### src/design/frs_pkg.sv
// Shared types, register indexes and reset values for the feeder reload sequencer.
// Depends on nothing; every other design file refers to it by scoped name.
`default_nettype none

package frs_pkg;

    localparam int CFG_INDEX_W = 3;
    localparam int CFG_DATA_W  = 21;

    // Configuration register indexes
    localparam logic [CFG_INDEX_W-1:0] CFG_FEED_SPEED      = 3'd0;
    localparam logic [CFG_INDEX_W-1:0] CFG_REVERSE_SPEED   = 3'd1;
    localparam logic [CFG_INDEX_W-1:0] CFG_REVERSE_OFFSET  = 3'd2;
    localparam logic [CFG_INDEX_W-1:0] CFG_INIT_WORK_LIMIT = 3'd3;
    localparam logic [CFG_INDEX_W-1:0] CFG_RUN_WORK_LIMIT  = 3'd4;
    localparam logic [CFG_INDEX_W-1:0] CFG_STALL_LIMIT     = 3'd5;
    localparam logic [CFG_INDEX_W-1:0] CFG_FRONT_TARGET    = 3'd6;
    localparam logic [CFG_INDEX_W-1:0] CFG_BACK_TARGET     = 3'd7;

    // Configuration reset values
    localparam logic signed [14:0] FEED_SPEED_RST      = 15'sd2000;
    localparam logic signed [14:0] REVERSE_SPEED_RST   = -15'sd2000;
    localparam logic signed [20:0] REVERSE_OFFSET_RST  = -21'sd8192;
    localparam logic [15:0]        INIT_WORK_LIMIT_RST = 16'd2000;
    localparam logic [15:0]        RUN_WORK_LIMIT_RST  = 16'd500;
    localparam logic [7:0]         STALL_LIMIT_RST     = 8'd2;
    localparam logic [13:0]        FRONT_TARGET_RST    = 14'd5150;
    localparam logic [13:0]        BACK_TARGET_RST     = 14'd5150;

    // Flywheel check thresholds
    localparam logic [14:0] LOW_SPEED = 15'd1000;
    localparam logic [15:0] SPEED_TOL = 16'd100;

    typedef enum logic [1:0] {
        PH_SLEEP = 2'd0,
        PH_FWD   = 2'd1,
        PH_REV   = 2'd2
    } phase_t;

    typedef struct packed {
        logic signed [31:0] dial_position;
        logic               dial_stalled;
        logic               dial_initialised;
        logic               shot_fired;
        logic signed [15:0] front_left_speed;
        logic signed [15:0] front_right_speed;
        logic signed [15:0] back_left_speed;
        logic signed [15:0] back_right_speed;
    } frs_in_t;

    typedef struct packed {
        logic signed [14:0] dial_target_speed;
        logic               loaded;
        logic               reload_done;
        logic               flywheels_ready;
        logic [1:0]         phase;
    } frs_out_t;

    typedef struct packed {
        logic signed [14:0] feed_speed;
        logic signed [14:0] reverse_speed;
        logic signed [20:0] reverse_offset;
        logic [15:0]        init_work_limit;
        logic [15:0]        run_work_limit;
        logic [7:0]         stall_limit;
        logic [13:0]        front_target_speed;
        logic [13:0]        back_target_speed;
    } frs_cfg_t;

endpackage

`default_nettype wire

### src/design/frs_cfg_regs.sv
// Configuration register file for the feeder reload sequencer.
// Depends on frs_pkg for the register indexes, reset values and frs_cfg_t.
`default_nettype none

module frs_cfg_regs (
    input  wire logic                             aclk,
    input  wire logic                             aresetn,
    input  wire logic                             cfg_wr,
    input  wire logic [frs_pkg::CFG_INDEX_W-1:0] cfg_index,
    input  wire logic [frs_pkg::CFG_DATA_W-1:0]  cfg_data,
    output frs_pkg::frs_cfg_t                     cfg
);

    frs_pkg::frs_cfg_t cfg_reg;
    frs_pkg::frs_cfg_t cfg_next;

    always_comb begin
        cfg_next = cfg_reg;
        if (cfg_wr) begin
            unique case (cfg_index)
                frs_pkg::CFG_FEED_SPEED:      cfg_next.feed_speed         = cfg_data[14:0];
                frs_pkg::CFG_REVERSE_SPEED:   cfg_next.reverse_speed      = cfg_data[14:0];
                frs_pkg::CFG_REVERSE_OFFSET:  cfg_next.reverse_offset     = cfg_data[20:0];
                frs_pkg::CFG_INIT_WORK_LIMIT: cfg_next.init_work_limit    = cfg_data[15:0];
                frs_pkg::CFG_RUN_WORK_LIMIT:  cfg_next.run_work_limit     = cfg_data[15:0];
                frs_pkg::CFG_STALL_LIMIT:     cfg_next.stall_limit        = cfg_data[7:0];
                frs_pkg::CFG_FRONT_TARGET:    cfg_next.front_target_speed = cfg_data[13:0];
                frs_pkg::CFG_BACK_TARGET:     cfg_next.back_target_speed  = cfg_data[13:0];
                default: ;
            endcase
        end
    end

    always_ff @(posedge aclk) begin
        if (!aresetn) begin
            cfg_reg.feed_speed         <= frs_pkg::FEED_SPEED_RST;
            cfg_reg.reverse_speed      <= frs_pkg::REVERSE_SPEED_RST;
            cfg_reg.reverse_offset     <= frs_pkg::REVERSE_OFFSET_RST;
            cfg_reg.init_work_limit    <= frs_pkg::INIT_WORK_LIMIT_RST;
            cfg_reg.run_work_limit     <= frs_pkg::RUN_WORK_LIMIT_RST;
            cfg_reg.stall_limit        <= frs_pkg::STALL_LIMIT_RST;
            cfg_reg.front_target_speed <= frs_pkg::FRONT_TARGET_RST;
            cfg_reg.back_target_speed  <= frs_pkg::BACK_TARGET_RST;
        end else begin
            cfg_reg <= cfg_next;
        end
    end

    assign cfg = cfg_reg;

endmodule

`default_nettype wire

### src/design/frs_flywheel_check.sv
// Flywheel ready check: saturating absolute speeds, low-speed and tolerance compares.
// Depends on frs_pkg for frs_in_t, frs_cfg_t and the speed thresholds.
`default_nettype none

module frs_flywheel_check (
    input  wire logic              aclk,
    input  wire logic              aresetn,
    input  wire logic              step_en,
    input  wire frs_pkg::frs_in_t  item,
    input  wire frs_pkg::frs_cfg_t cfg,
    output logic                   ready_next
);

    logic        ready_reg;
    logic [14:0] abs_fl, abs_fr, abs_bl, abs_br;
    logic        any_low, all_near;

    // |v| clipped to 15 bits; only the most negative code needs the clip
    function automatic logic [14:0] abs_sat(input logic signed [15:0] v);
        logic [15:0] mag;
        mag = v[15] ? (~v + 16'd1) : v;
        return mag[15] ? 15'h7FFF : mag[14:0];
    endfunction

    function automatic logic near(input logic [14:0] a, input logic [13:0] t);
        logic [15:0] a_w, t_w;
        a_w = {1'b0, a};
        t_w = {2'b00, t};
        return (a_w <= t_w + frs_pkg::SPEED_TOL) && (t_w <= a_w + frs_pkg::SPEED_TOL);
    endfunction

    always_comb begin
        abs_fl   = abs_sat(item.front_left_speed);
        abs_fr   = abs_sat(item.front_right_speed);
        abs_bl   = abs_sat(item.back_left_speed);
        abs_br   = abs_sat(item.back_right_speed);
        any_low  = (abs_fl < frs_pkg::LOW_SPEED) || (abs_fr < frs_pkg::LOW_SPEED) ||
                   (abs_bl < frs_pkg::LOW_SPEED) || (abs_br < frs_pkg::LOW_SPEED);
        all_near = near(abs_fl, cfg.front_target_speed) &&
                   near(abs_fr, cfg.front_target_speed) &&
                   near(abs_bl, cfg.back_target_speed) &&
                   near(abs_br, cfg.back_target_speed);
        // clear on low speed, set when on target, hold otherwise
        if (any_low) begin
            ready_next = 1'b0;
        end else if (all_near) begin
            ready_next = 1'b1;
        end else begin
            ready_next = ready_reg;
        end
    end

    always_ff @(posedge aclk) begin
        if (!aresetn) begin
            ready_reg <= 1'b0;
        end else if (step_en) begin
            ready_reg <= ready_next;
        end
    end

`ifndef SYNTHESIS
    a_low_clears: assert property (@(posedge aclk) disable iff (!aresetn)
        step_en && any_low |=> !ready_reg)
        else $error("flywheel ready survived a low speed");
    a_hold_idle: assert property (@(posedge aclk) disable iff (!aresetn)
        !step_en |=> $stable(ready_reg))
        else $error("flywheel ready changed without a step");
    a_set_on_target: assert property (@(posedge aclk) disable iff (!aresetn)
        step_en && !any_low && all_near |=> ready_reg)
        else $error("flywheel ready not set with all speeds on target");
`endif

endmodule

`default_nettype wire

### src/design/frs_feeder_fsm.sv
// Feeder machine (sleep, feed forward, reverse) with its counters and reverse target.
// Depends on frs_pkg for phase_t, frs_in_t, frs_out_t and frs_cfg_t.
`default_nettype none

module frs_feeder_fsm (
    input  wire logic              aclk,
    input  wire logic              aresetn,
    input  wire logic              step_en,
    input  wire frs_pkg::frs_in_t  item,
    input  wire frs_pkg::frs_cfg_t cfg,
    input  wire logic              ready_now,
    output frs_pkg::frs_out_t      result
);

    frs_pkg::phase_t    phase_reg, phase_next;
    logic [15:0]        work_count_reg, work_count_next;
    logic [7:0]         stall_count_reg, stall_count_next;
    logic signed [31:0] reverse_target_reg, reverse_target_next;
    logic signed [14:0] speed_reg, speed_next;
    logic               loaded_reg, loaded_next;

    logic               finish;
    logic               loaded_mid;
    logic [15:0]        limit;
    logic [7:0]         stall_inc;
    logic [32:0]        rev_sum;
    logic signed [31:0] rev_sat;

    always_comb begin
        rev_sum = {item.dial_position[31], item.dial_position} +
                  {{12{cfg.reverse_offset[20]}}, cfg.reverse_offset};
        if (rev_sum[32] != rev_sum[31]) begin
            rev_sat = rev_sum[32] ? 32'sh8000_0000 : 32'sh7FFF_FFFF;
        end else begin
            rev_sat = rev_sum[31:0];
        end
    end

    always_comb begin
        phase_next          = phase_reg;
        work_count_next     = work_count_reg;
        stall_count_next    = stall_count_reg;
        reverse_target_next = reverse_target_reg;
        speed_next          = speed_reg;
        finish              = 1'b0;
        loaded_mid          = loaded_reg & ~item.shot_fired;
        limit               = item.dial_initialised ? cfg.run_work_limit : cfg.init_work_limit;
        stall_inc           = stall_count_reg + 8'd1;

        unique case (phase_reg)
            frs_pkg::PH_SLEEP: begin
                work_count_next  = '0;
                speed_next       = '0;
                stall_count_next = '0;
                if (!loaded_mid && ready_now) begin
                    phase_next = frs_pkg::PH_FWD;
                end
            end
            frs_pkg::PH_FWD: begin
                if (!item.dial_stalled) begin
                    if (work_count_reg >= limit) begin
                        finish = 1'b1;
                    end else begin
                        speed_next      = cfg.feed_speed;
                        work_count_next = work_count_reg + 16'd1;
                    end
                end else begin
                    stall_count_next = stall_inc;
                    if (stall_inc < cfg.stall_limit) begin
                        reverse_target_next = rev_sat;
                        work_count_next     = '0;
                        phase_next          = frs_pkg::PH_REV;
                    end else begin
                        finish = 1'b1;
                    end
                end
            end
            frs_pkg::PH_REV: begin
                if (item.dial_stalled || (item.dial_position <= reverse_target_reg)) begin
                    phase_next = frs_pkg::PH_FWD;
                end else if (work_count_reg >= limit) begin
                    finish = 1'b1;
                end else begin
                    work_count_next = work_count_reg + 16'd1;
                    speed_next      = cfg.reverse_speed;
                end
            end
            default: ;
        endcase

        loaded_next = loaded_mid;
        if (finish) begin
            work_count_next  = '0;
            speed_next       = '0;
            stall_count_next = '0;
            loaded_next      = 1'b1;
            phase_next       = frs_pkg::PH_SLEEP;
        end

        result.dial_target_speed = speed_next;
        result.loaded            = loaded_next;
        result.reload_done       = finish;
        result.flywheels_ready   = ready_now;
        result.phase             = phase_next;
    end

    always_ff @(posedge aclk) begin
        if (!aresetn) begin
            phase_reg          <= frs_pkg::PH_SLEEP;
            work_count_reg     <= '0;
            stall_count_reg    <= '0;
            reverse_target_reg <= '0;
            speed_reg          <= '0;
            loaded_reg         <= 1'b0;
        end else if (step_en) begin
            phase_reg          <= phase_next;
            work_count_reg     <= work_count_next;
            stall_count_reg    <= stall_count_next;
            reverse_target_reg <= reverse_target_next;
            speed_reg          <= speed_next;
            loaded_reg         <= loaded_next;
        end
    end

`ifndef SYNTHESIS
    a_reset_sleep: assert property (@(posedge aclk)
        !aresetn |=> phase_reg == frs_pkg::PH_SLEEP)
        else $error("feeder not asleep after reset");
    a_sleep_clean: assert property (@(posedge aclk) disable iff (!aresetn)
        phase_reg == frs_pkg::PH_SLEEP |-> work_count_reg == '0 && stall_count_reg == '0)
        else $error("counters left nonzero in sleep");
    a_finish_loads: assert property (@(posedge aclk) disable iff (!aresetn)
        step_en && finish |=> loaded_reg && phase_reg == frs_pkg::PH_SLEEP && speed_reg == '0)
        else $error("reload completion did not load and park the feeder");
`endif

endmodule

`default_nettype wire

### src/design/feeder_reload_sequencer.sv
// Top level of the feeder reload sequencer: input register, step logic, result register.
// Depends on frs_pkg, frs_cfg_regs, frs_flywheel_check and frs_feeder_fsm.
//
// Usage:
//   s_valid/s_ready/s_data carry one control tick per request (position, stall,
//   initialised and shot flags, four flywheel speeds). m_valid/m_ready/m_data
//   return exactly one result per request: feeder target speed, loaded flag,
//   reload-done pulse, flywheel ready flag and feeder phase.
//   cfg_valid/cfg_ready/cfg_index/cfg_data write one of eight registers;
//   cfg_ready is always high. Write only while no request is in flight.
// Path: an accepted request waits in the input register, is stepped and is written
//   to the result register that drives m_data. Throughput: one request per cycle
//   while m_ready is high. The step is a single pass of compares, a 33-bit
//   saturating add and 16- and 8-bit counters between the two registers.
// Stall: when m_ready is low the result register holds, the input register
//   keeps the next request and s_ready drops once both are full; nothing is
//   lost or replayed, and the feeder state advances only when a request
//   moves into the result register.
// Reset: aresetn is synchronous and active low; both registers empty, feeder
//   asleep, not loaded, flywheels not ready, configuration at defaults.
`default_nettype none

module feeder_reload_sequencer (
    input  wire logic                             aclk,
    input  wire logic                             aresetn,
    input  wire logic                             s_valid,
    output logic                                  s_ready,
    input  wire frs_pkg::frs_in_t                 s_data,
    output logic                                  m_valid,
    input  wire logic                             m_ready,
    output frs_pkg::frs_out_t                     m_data,
    input  wire logic                             cfg_valid,
    output logic                                  cfg_ready,
    input  wire logic [frs_pkg::CFG_INDEX_W-1:0] cfg_index,
    input  wire logic [frs_pkg::CFG_DATA_W-1:0]  cfg_data
);

    logic              in_valid_reg, in_valid_next;
    frs_pkg::frs_in_t  in_data_reg;
    logic              out_valid_reg, out_valid_next;
    frs_pkg::frs_out_t out_data_reg;
    logic              advance;
    logic              ready_now;
    frs_pkg::frs_cfg_t cfg;
    frs_pkg::frs_out_t step_result;

    // Step the held request whenever the result register is free or draining
    assign advance   = in_valid_reg && (!out_valid_reg || m_ready);
    assign s_ready   = !in_valid_reg || advance;
    assign cfg_ready = 1'b1;

    frs_cfg_regs u_cfg (
        .aclk      (aclk),
        .aresetn   (aresetn),
        .cfg_wr    (cfg_valid && cfg_ready),
        .cfg_index (cfg_index),
        .cfg_data  (cfg_data),
        .cfg       (cfg)
    );

    frs_flywheel_check u_fly (
        .aclk       (aclk),
        .aresetn    (aresetn),
        .step_en    (advance),
        .item       (in_data_reg),
        .cfg        (cfg),
        .ready_next (ready_now)
    );

    frs_feeder_fsm u_fsm (
        .aclk      (aclk),
        .aresetn   (aresetn),
        .step_en   (advance),
        .item      (in_data_reg),
        .cfg       (cfg),
        .ready_now (ready_now),
        .result    (step_result)
    );

    always_comb begin
        // Hold the input slot until it is stepped, refill on accept
        in_valid_next = in_valid_reg;
        if (advance) begin
            in_valid_next = 1'b0;
        end
        if (s_valid && s_ready) begin
            in_valid_next = 1'b1;
        end
        // Drop the result once taken, load a new one on each step
        out_valid_next = out_valid_reg;
        if (m_ready) begin
            out_valid_next = 1'b0;
        end
        if (advance) begin
            out_valid_next = 1'b1;
        end
    end

    always_ff @(posedge aclk) begin
        if (!aresetn) begin
            in_valid_reg  <= 1'b0;
            out_valid_reg <= 1'b0;
        end else begin
            in_valid_reg  <= in_valid_next;
            out_valid_reg <= out_valid_next;
        end
    end

    always_ff @(posedge aclk) begin
        if (s_valid && s_ready) begin
            in_data_reg <= s_data;
        end
        if (advance) begin
            out_data_reg <= step_result;
        end
    end

    assign m_valid = out_valid_reg;
    assign m_data  = out_data_reg;

`ifndef SYNTHESIS
    a_accept_fills: assert property (@(posedge aclk) disable iff (!aresetn)
        s_valid && s_ready |=> in_valid_reg)
        else $error("accepted request not held in the input register");
    a_done_parks: assert property (@(posedge aclk) disable iff (!aresetn)
        m_valid && m_data.reload_done |->
            m_data.loaded && m_data.phase == frs_pkg::PH_SLEEP)
        else $error("reload done reported outside a loaded sleep");
    a_sleep_no_speed: assert property (@(posedge aclk) disable iff (!aresetn)
        m_valid && m_data.phase == frs_pkg::PH_SLEEP |-> m_data.dial_target_speed == '0)
        else $error("feeder commanded to move while asleep");
    a_step_loads_out: assert property (@(posedge aclk) disable iff (!aresetn)
        advance |=> m_valid)
        else $error("stepped request did not reach the result register");
`endif

endmodule

`default_nettype wire

### config.mk
export PLATFORM = sky130hd
export DESIGN_NAME = feeder_reload_sequencer
export DESIGN_NICKNAME = d
export VERILOG_FILES = /design/src/design/frs_pkg.sv /design/src/design/frs_cfg_regs.sv /design/src/design/frs_flywheel_check.sv /design/src/design/frs_feeder_fsm.sv /design/src/design/feeder_reload_sequencer.sv
export SDC_FILE = /design/constraint.sdc
export NUM_CORES = 1
export LEC_CHECK = 0
export BUFFER_PORTS_ARGS = -buffer_cell sky130_fd_sc_hd__buf_4
export CAP_MARGIN = 5
export CORE_UTILIZATION = 30
export DETAILED_ROUTE_END_ITERATION = 10
export GPL_TIMING_DRIVEN = 0
export PLACE_DENSITY_LB_ADDON = 0.1
export SLEW_MARGIN = 40
export SYNTH_ARGS = -nofsm -noshare
export SYNTH_HDL_FRONTEND = slang
export SYNTH_SLANG_ARGS = --single-unit
### constraint.sdc
create_clock -name aclk -period 5.2 [get_ports aclk]
set_input_delay 0.78 -clock aclk [delete_from_list [all_inputs] [get_ports aclk]]
set_output_delay 0.78 -clock aclk [all_outputs]
set_load 0.02 [all_outputs]
==> flow_summary.json, run 1 <==
{
  "status": "finished clean",
  "drt_iter0_drc": 1035,
  "post-route-min-period_ns": 5.194,
  "finalHoldViolations": 0,
  "wl_met2_um": 32920,
  "avgSynthCellArea_sq_um": 8.455,
  "clk_latency_ns": 0.58,
  "slew_violations": 0,
  "clockRootBuffer": "clkbuf_16",
  "critPathCaptureType": "flip-flop",
  "yosys_warnings": 0,
  "netlist_instances": 2610,
  "clkSlewWorstSetupHoldPaths_ns": 0.06,
  "antenna_found_initial": 7,
  "synth_simple_gate_area_share_pct": 20.50,
  "drv_cap": 0,
  "max_stage_delay_ns": 0.54,
  "synth.top_cell.area_share_pct": 17.78,
  "cpLargestDelayFamily": "simple AND/OR/NAND/NOR gates",
  "yosysUniqueCellTypes": 97,
  "cpMostUsedCell": "or4_4",
  "ys_seq_elements": 315,
  "io_buffers": 138,
  "die_area_sq_um": 74650,
  "grt_max_degree": 41,
  "drive_gt1_share_pct": 13.02,
  "crit_buf_inv": 4,
  "hold_path_depth": 1,
  "layout_common_cells": "409 x nand2_1, 214 x ha_1, 196 x dfxtp_1, 193 x a21oi_1, 172 x buf_4",
  "cts_buffers": 42,
  "fmax_mhz": 192.5,
  "utilization_pct": 35.99,
  "powerDensity_nw_per_um2": 268.0,
  "skew_ns": 0.03245,
  "required_ns": 5.48,
  "criticalPathCategory": "flip-flop to flip-flop",
  "wl_met3_um": 3306,
  "core_area_sq_um": 72830,
  "reg2regPathDepth": 22,
  "min-delay-start": "s_data[95]",
  "worstSetupStartpointType": "flip-flop",
  "postRouteAntennaNets": 0,
  "r2r_end": "m_data[0]",
  "hold_end": "in_data_reg[95]",
  "final_common_cell": "nand2_1",
  "cts_tree": "built",
  "r2r_slack_ns": 0.006,
  "max-vdd-ir-drop_mv": 0.2282,
  "synth_adder_area_share_pct": 12.69,
  "crit_arrival_ns": 5.47,
  "synth_area_sq_um": 22070,
  "post-place-ws_ns": -0.9081,
  "synth_xor_area_share_pct": 5.675,
  "firstDrtPassIters": 7,
  "io_pins": 151,
  "synth-edff-count": 119,
  "die_width_um": 273.2,
  "antenna_cells": 0,
  "grt-ovfl-total": 0,
  "routed_wirelength_um": 73220,
  "crit_path_cell_trace": "buf_6, or4_4, or4_4, clkbuf_8, nand2_4, ha_4, inv_2, o2111ai_4, nand2_1, xor2_1, ha_1, nand4_1, buf_4, or4_1, a21o_1, a31o_2, nor2_2, a2111oi_2, nand3b_1, a211oi_4, o211ai_4, a311oi_2",
  "nets": 3162,
  "worst_slew_pin_slew_ns": 0.8453,
  "min_path_type": "input pin to flip-flop",
  "drc": 0,
  "fin_crit_sh_pct": 99.88,
  "grt_pass1_wl_um": 112200,
  "rsz0062_at_grt": "yes",
  "cts_max_level": 2,
  "ctsHoldBuffers": 0,
  "synth-compound-area-share_pct": 20.12,
  "synth_top_family_by_area": "simple AND/OR/NAND/NOR gates",
  "yosys_most_used_dff": "dfxtp_1",
  "largest_reg_flops": 119,
  "cpMaxStageDelayCell": "or4_4",
  "die_y_um": 273.2,
  "rows": 99,
  "yosysTopAreaCell": "dfxtp_1",
  "met1_length_um": 35100,
  "area_delta_synth_final_pct": 18.77,
  "holdWs_ns": 0.3719,
  "initial_core_util_pct": 30.30,
  "synth_mux_area_share_pct": 2.699,
  "relSlewSlack_pct": 43.64,
  "p_leak_nw": 10.21,
  "grt_usage_pct": 19.13,
  "highest_layer": "met5",
  "clock_sinks": 315,
  "detailed_place_hpwl_um": 56540,
  "finalWorstSetupSlack_ns": 0.006460,
  "syn-num-nets": 2954,
  "clock_path_buffers": 3,
  "r2r-start": "in_data_reg[5]",
  "power_w": 0.007024,
  "critical_path.max_fanout": 4,
  "ys_async_sr_fraction_pct": 0,
  "grt_pass1_vias": 19610,
  "routedWlPerCell_um": 19.22,
  "synthTopCellsByArea": "dfxtp_1 18%, edfxtp_1 16%, ha_1 12%",
  "seq_area_frac_synth_pct": 33.97,
  "globalplace.congestion": 0.8655,
  "setup_viol": 0,
  "via_count": 19970,
  "avgViaCountPerCell": 5.244
}
-- power by group --
group / internal, W / total [W] / switching [W] / leakage [nW]
Combinational: 0.000549 / 0.00136 / 0.000814 / 6.78
Sequential: 0.00266 / 0.00274 / 0.0000895 / 2.75
Clock: 0.00175 / 0.00292 / 0.00117 / 0.672
-- per-layer routing --
| metal | GRT usage [%] | vias to the layer above |
|---|---|---|
| met2 | 30.91 | 398 |
| li1 | - | 9919 |
| met4 | 5.498 | 10 |
| met5 | 0 | - |
| met1 | 26.12 | 9538 |
| met3 | 3.079 | 108 |
-- layout make-up --
cell class | count | area (sq um)
Clock inverter | 15 | 171.4
Multi-Input combinational cell | 2050 | 13870
Inverter | 112 | 421.7
Sequential cell | 315 | 7497
Fill cell | 7625 | 46620
Tap cell | 959 | 1200
Timing Repair Buffer | 173 | 1324
Clock buffer | 61 | 1195
Buffer | 124 | 530.5
-- Yosys cell counts (30+ instances only) --
cell and n:
dfxtp_1 196, a21o_1 35, a21oi_1 193, clkbuf_1 110, mux2i_1 55, nand3_1 114, a31oi_1 39, xnor2_1 73
xor2_1 70, nor2b_1 36, ha_1 215, o21ba_2 30, nor2_1 148, inv_1 108, edfxtp_1 119, nor3_1 57
o21ai_0 115, nand2_1 412, nand4_1 40
-- worst reg2reg max path, delay by kind of cell, from the launching register on --
kind	cells	cell delay (ns)
AO/OA/AOI/OAI	7	1.31
flip-flops	1	0.38
buffers and inverters	4	0.52
XOR/XNOR	1	0.15
AND/OR/NAND/NOR	8	2.10
adder cells (fa/ha/maj)	2	0.42
-- kinds of logic (layout without fill, tap and decap cells) --
| family | after synthesis | in the layout |
|---|---|---|
| AOI/OAI and AO/OA | 659 | 659 |
| xor gates and xnor gates | 143 | 143 |
| adders and majority gates | 225 | 225 |
| buffers and inverters | 245 | 485 |
| DFF | 315 | 315 |
| muxes | 59 | 59 |
| other | 1 | 1 |
| and+or+nand+nor | 963 | 963 |
-- stage by stage --
stage               instance area, sq um  std cells  TNS (ns)
floorplan                          22070       2610         0
global placement                   24300       3707    -18.05
detailed placement                 24360       3709    -6.019
CTS                                26020       3792         0
global route                       26210       3809   -0.4495
finish                             26210       3809         0
-- how the worst max path moves through the flow --
stage / startpoint / end / cells after the start
3_3_place_gp: in_data_reg[2] / m_data[1] / 22
4_1_cts: in_data_reg[5] / m_data[1] / 21
5_1_grt: in_data_reg[5] / m_data[0] / 21
2_1_floorplan: in_data_reg[5] / m_data[1] / 22
3_5_place_dp: in_data_reg[2] / m_data[1] / 22
6_report: in_data_reg[5] / m_data[0] / 22
-- timing repair --
item	CTS	global route
cloned	0	0
endpoints found under the setup margin	26	16
pin swaps	24	17
gates resized for setup	48	17
buffers inserted	12	21
(Power assumes the default switching activity.)
==> inputs of run 2 (changes only) <==
--- a/config.mk
+++ b/config.mk
@@ -5,9 +5,12 @@
 export SDC_FILE = /design/constraint.sdc
 export NUM_CORES = 1
 export LEC_CHECK = 0
+export ABC_CLOCK_PERIOD_IN_PS = 5200
 export BUFFER_PORTS_ARGS = -buffer_cell sky130_fd_sc_hd__buf_4
 export CAP_MARGIN = 5
+export CORE_ASPECT_RATIO = 1.25
 export CORE_UTILIZATION = 30
+export CTS_CLUSTER_SIZE = 24
 export DETAILED_ROUTE_END_ITERATION = 10
 export GPL_TIMING_DRIVEN = 0
 export PLACE_DENSITY_LB_ADDON = 0.1
==> flow_summary.json, run 2 (same netlist as run 1, synthesis figures left out) <==
{
  "drc": 0,
  "post-route-min-period_ns": 5.153,
  "skew_ns": 0.02337,
  "worstSetupStartpointType": "flip-flop",
  "power_frac_seq_pct": 38.5,
  "die_width_um": 244.6,
  "avgViaCountPerCell": 5.303,
  "power_switching_w": 0.002109,
  "reg2regPathDepth": 21,
  "initial_core_util_pct": 30.48,
  "clock_sinks": 315,
  "power_frac_clock_pct": 41.9,
  "finalHoldViolations": 0,
  "antenna_cells": 0,
  "area_delta_synth_final_pct": 20.15,
  "setup_viol": 0,
  "p_comb_share_pct": 19.6,
  "r2r_end": "m_data[0]",
  "min_path_type": "input pin to flip-flop",
  "crit_arrival_ns": 5.55,
  "critical_path.max_fanout": 4,
  "drt_iter0_drc": 1103,
  "cts_max_level": 2,
  "cpMostUsedCell": "or4_4",
  "fin_crit_sh_pct": 99.09,
  "slew_violations": 0,
  "drv_cap": 0,
  "grt_usage_pct": 20.10,
  "max-vdd-ir-drop_mv": 0.2270,
  "status": "finished clean",
  "fmax_mhz": 194.1,
  "grt_pass1_wl_um": 117100,
  "nets": 3171,
  "r2r_slack_ns": 0.05,
  "io_buffers": 138,
  "internal_power_w": 0.005035,
  "critPathCaptureType": "flip-flop",
  "postRouteAntennaNets": 0,
  "cts_tree": "built",
  "cpLargestDelayFamily": "simple AND/OR/NAND/NOR gates",
  "holdWs_ns": 0.3556,
  "io_pins": 151,
  "post-place-ws_ns": -0.9914,
  "cp.depth": 21,
  "worst_slew_pin_slew_ns": 0.8336,
  "relSlewSlack_pct": 44.42,
  "finalWorstSetupSlack_ns": 0.04713,
  "final_common_cell": "nand2_1",
  "die_y_um": 305.2,
  "grt-ovfl-total": 0,
  "powerDensity_nw_per_um2": 269.4,
  "required_ns": 5.60,
  "clock_path_buffers": 3,
  "via_count": 20210,
  "detailed_place_hpwl_um": 59210,
  "ctsHoldBuffers": 0,
  "die_area_sq_um": 74660,
  "cts_buffers": 40,
  "criticalPathCategory": "flip-flop to flip-flop",
  "grt_max_degree": 39,
  "firstDrtPassIters": 5,
  "largest_reg_flops": 119,
  "routedWlPerCell_um": 20.06,
  "antenna_found_initial": 6,
  "rsz0062_at_grt": "yes",
  "clkSlewWorstSetupHoldPaths_ns": 0.06,
  "routed_wirelength_um": 76440,
  "core_area_sq_um": 72390,
  "crit_path_cell_trace": "buf_6, or4_4, or4_4, clkbuf_16, nand2_8, ha_4, inv_2, o2111ai_4, nand2_1, xor2_1, ha_1, nand2_2, or3_1, nor3_2, a31o_2, nor2_2, a2111oi_4, nand3b_1, a211oi_4, o211ai_4, a311oi_2",
  "crit_buf_inv": 3,
  "p_leak_nw": 10.36,
  "rows": 110,
  "fillCellCount": 7498,
  "cpMaxStageDelayCell": "or4_4",
  "p_sw_share_pct": 29.52,
  "clockRootBuffer": "clkbuf_16",
  "crit_start": "in_data_reg[5]",
  "layout_common_cells": "407 x nand2_1, 213 x ha_1, 196 x dfxtp_1, 193 x a21oi_1, 185 x buf_4",
  "globalplace.congestion": 0.9013,
  "max_stage_delay_ns": 0.51,
  "clk_latency_ns": 0.60,
  "drive_gt1_share_pct": 13.92,
  "r2r-start": "in_data_reg[5]",
  "grt_pass1_vias": 20130,
  "worstSetupEndpoint": "m_data[0]"
}
-- run 2: area by class of cell --
type | instances | area, sq um | area share [%]
plain buffers | 121 | 528.0 | 1.991
flip-flops and latches | 315 | 7497 | 28.27
clock buffers | 56 | 1154 | 4.351
well taps | 952 | 1191 | 4.492
multi-input cells | 2050 | 14010 | 52.82
clock inverters | 18 | 264.0 | 0.9957
repair buffers | 187 | 1454 | 5.483
inverters | 112 | 421.7 | 1.590
-- run 2: how the worst min path moves through the flow --
stage,startpoint,to,slack (ns),cells after the start
after floorplan,u_cfg.cfg[36],u_cfg.cfg[36],0.43,2
after global placement,u_cfg.cfg[54],u_cfg.cfg[54],0.44,2
after detailed placement,u_cfg.cfg[54],u_cfg.cfg[54],0.45,2
after CTS,s_data[61],in_data_reg[61],0.32,1
after global routing,s_data[61],in_data_reg[61],0.32,1
final,s_data[61],in_data_reg[61],0.36,1
-- run 2: worst register-to-register path, cell delays in order, from the launching register on --
cell and delay [ns]:
edfxtp_1 0.37, buf_6 0.13, or4_4 0.51, or4_4 0.47, clkbuf_16 0.19, nand2_8 0.07, ha_4 0.14, inv_2 0.05
o2111ai_4 0.22, nand2_1 0.10, xor2_1 0.17, ha_1 0.33, nand2_2 0.06, or3_1 0.38, nor3_2 0.12, a31o_2 0.15
nor2_2 0.05, a2111oi_4 0.29, nand3b_1 0.21, a211oi_4 0.46, o211ai_4 0.16, a311oi_2 0.34
-- run 2: metrics by stage --
| stage | util (%) | std cells | area [sq um] | setup TNS [ns] | power [W] |
|---|---|---|---|---|---|
| global placement | 33.56 | 3700 | 24300 | -24.74 | 0.004100 |
| detailed placement | 33.64 | 3702 | 24350 | -11.52 | 0.004129 |
| finish | 36.63 | 3811 | 26520 | 0 | 0.007144 |
| CTS | 36.19 | 3793 | 26200 | 0 | 0.007218 |
| global route | 36.63 | 3811 | 26520 | -0.4214 | 0.007504 |
| floorplan | - | 2610 | 22070 | 0 | 0.003666 |
-- run 2: repair_timing --
action	4_1_cts	5_1_grt
buffers inserted	24	23
gates resized for setup	47	44
setup endpoints to repair	26	9
pin swaps	28	15
cloned	1	0
-- run 2: routing by layer --
| layer | wire [um] | part of all wire (%) | up-vias | global-route usage [%] |
|---|---|---|---|---|
| met1 | 31430 | 41 | 9680 | 23.50 |
| met4 | 2356 | 3.1 | 10 | 6.352 |
| met3 | 3011 | 3.9 | 125 | 3.011 |
| met5 | 70 | 0.092 | - | 0 |
| met2 | 39570 | 52 | 454 | 37.07 |
| li1 | - | - | 9941 | - |
-- run 2: power by group through the flow --
stage	clock network, W	registers (W)	logic [W]
2_1_floorplan	0	0.00277	0.000898
3_3_place_gp	0	0.00280	0.00130
3_5_place_dp	0	0.00280	0.00133
4_1_cts	0.00309	0.00275	0.00137
5_1_grt	0.00319	0.00276	0.00155
6_report	0.00299	0.00275	0.00140
==> inputs of run 3 (changes only) <==
--- a/config.mk
+++ b/config.mk
@@ -7,13 +7,15 @@
 export LEC_CHECK = 0
 export ABC_CLOCK_PERIOD_IN_PS = 5200
 export BUFFER_PORTS_ARGS = -buffer_cell sky130_fd_sc_hd__buf_4
-export CAP_MARGIN = 5
+export CAP_MARGIN = 20
 export CORE_ASPECT_RATIO = 1.25
 export CORE_UTILIZATION = 30
+export CTS_BUF_LIST = sky130_fd_sc_hd__clkbuf_4 sky130_fd_sc_hd__clkbuf_8 sky130_fd_sc_hd__clkbuf_16
 export CTS_CLUSTER_SIZE = 24
 export DETAILED_ROUTE_END_ITERATION = 10
 export GPL_TIMING_DRIVEN = 0
 export PLACE_DENSITY_LB_ADDON = 0.1
+export RECOVER_POWER = 25
 export SLEW_MARGIN = 40
 export SYNTH_ARGS = -nofsm -noshare
 export SYNTH_HDL_FRONTEND = slang
==> flow_summary.json, run 3 (same netlist as run 1, synthesis figures left out) <==
{
  "status": "complete, but fails checks",
  "violations": "max-capacitance violations, max-slew violations",
  "io_pins": 151,
  "fmax_mhz": 195.3,
  "post-route-min-period_ns": 5.119,
  "firstDrtPassIters": 7,
  "avgViaCountPerCell": 5.292,
  "setup_viol": 0,
  "grt_max_degree": 39,
  "clk_latency_ns": 0.59,
  "clockRootBuffer": "clkbuf_16",
  "postRouteAntennaNets": 0,
  "clock_sinks": 315,
  "worst_slew_pin_slew_ns": 2.495,
  "clock_path_buffers": 3,
  "power_w": 0.007183,
  "slew_violations": 25,
  "fin_crit_sh_pct": 98.45,
  "routedWlPerCell_um": 20.04,
  "antenna_found_initial": 6,
  "area_delta_synth_final_pct": 20.17,
  "io_buffers": 138,
  "critical_path.max_fanout": 4,
  "rsz0062_at_grt": "yes",
  "initial_core_util_pct": 30.48,
  "largest_reg_flops": 119,
  "cts_tree": "built",
  "nets": 3171,
  "p_leak_nw": 10.34,
  "drive_gt1_share_pct": 13.92,
  "relSlewSlack_pct": -66.41,
  "powerDensity_nw_per_um2": 270.9,
  "cts_buffers": 40,
  "layout_common_cells": "407 x nand2_1, 213 x ha_1, 196 x dfxtp_1, 193 x a21oi_1, 143 x nor2_1",
  "drc": 0,
  "globalplace.congestion": 0.9013,
  "max-vdd-ir-drop_mv": 0.2309,
  "criticalPathCategory": "flip-flop to flip-flop",
  "detailed_place_hpwl_um": 59210,
  "clkSlewWorstSetupHoldPaths_ns": 0.06,
  "critPathCaptureType": "flip-flop",
  "finalHoldViolations": 0,
  "grt_pass1_wl_um": 117100,
  "skew_ns": 0.02442,
  "utilization_pct": 36.63,
  "die_area_sq_um": 74660,
  "final_common_cell": "nand2_1",
  "crit_arrival_ns": 5.52,
  "cts_max_level": 2,
  "worstSetupStartpointType": "flip-flop",
  "routed_wirelength_um": 76380,
  "via_count": 20170,
  "core_area_sq_um": 72390,
  "drv_cap": 1,
  "ctsHoldBuffers": 0,
  "antenna_cells": 0,
  "min_path_type": "input pin to flip-flop",
  "required_ns": 5.60,
  "setup_tns_ns": 0,
  "drt_iter0_drc": 1105,
  "grt-ovfl-total": 0,
  "grt_usage_pct": 20.09,
  "grt_pass1_vias": 20110,
  "rows": 110,
  "die_y_um": 305.2,
  "die_width_um": 244.6
}
[run 3: cell count changes in the layout (fill, tap and decap cells not counted)]
cell,delta
and2_0,+1
and2_4,-1
buf_4,-99
clkbuf_1,-2
clkbuf_4,+101
inv_1,+1
inv_2,-1
[run 3: cell type report]
class / count / area [sq um]
Buffer: 121 / 528.0
Clock buffer: 56 / 1187
Clock inverter: 18 / 264.0
Fill cell: 7500 / 45870
Inverter: 112 / 421.7
Multi-Input combinational cell: 2050 / 14000
Sequential cell: 315 / 7497
Tap cell: 952 / 1191
Timing Repair Buffer: 187 / 1428
[run 3: per-stage QoR]
stage	area (sq um)	hold WS, ns	std cells	setup slack [ns]
floorplan	22070	0.4329	2610	0.1981
global placement	24300	0.4410	3700	-0.9453
detailed placement	24350	0.4461	3702	-0.9914
CTS	26240	0.3191	3793	0.00008571
global route	26520	0.3427	3811	-0.1900
finish	26520	0.3779	3811	0.08057
[run 3: power breakdown]
part,leakage (nW),switching (W),total (W),internal [W]
clock network,0.728,0.00118,0.00304,0.00186
registers,2.75,0.0000956,0.00275,0.00266
logic,6.86,0.000833,0.00139,0.000560
[run 3: path summary, 6_finish.rpt]
path,start,to,slack [ns],depth (start not counted)
worst max-delay path,in_data_reg[5],m_data[0],0.08,21
worst max register to register,in_data_reg[5],m_data[0],0.08,21
worst min register to register,u_cfg.cfg[54],u_cfg.cfg[54],0.45,2
worst min-delay path,s_data[61],in_data_reg[61],0.38,1
[run 3: what timing repair did]
item                                    4_1_cts  5_1_grt
resized for setup                            47       44
pin swaps                                    28       15
setup buffers                                24       23
cloned                                        1        0
endpoints found under the setup margin       26        9
[run 3: worst max-delay path, cell delays in order, from the launching register on]
cell	delay, ns
edfxtp_1	0.37
buf_6	0.13
or4_4	0.51
or4_4	0.47
clkbuf_16	0.19
nand2_8	0.07
ha_4	0.14
inv_2	0.05
o2111ai_4	0.22
nand2_1	0.10
xor2_1	0.17
ha_1	0.32
nand2_2	0.06
or3_1	0.38
nor3_2	0.12
a31o_2	0.15
nor2_2	0.05
a2111oi_4	0.29
nand3b_1	0.21
a211oi_4	0.44
o211ai_4	0.15
a311oi_2	0.33
[run 3: metal layers]
layer	part of all wire (%)	track usage [%]
met5	0.092	0
met4	3.2	6.352
met2	52	37.06
met3	3.9	3.011
met1	41	23.49
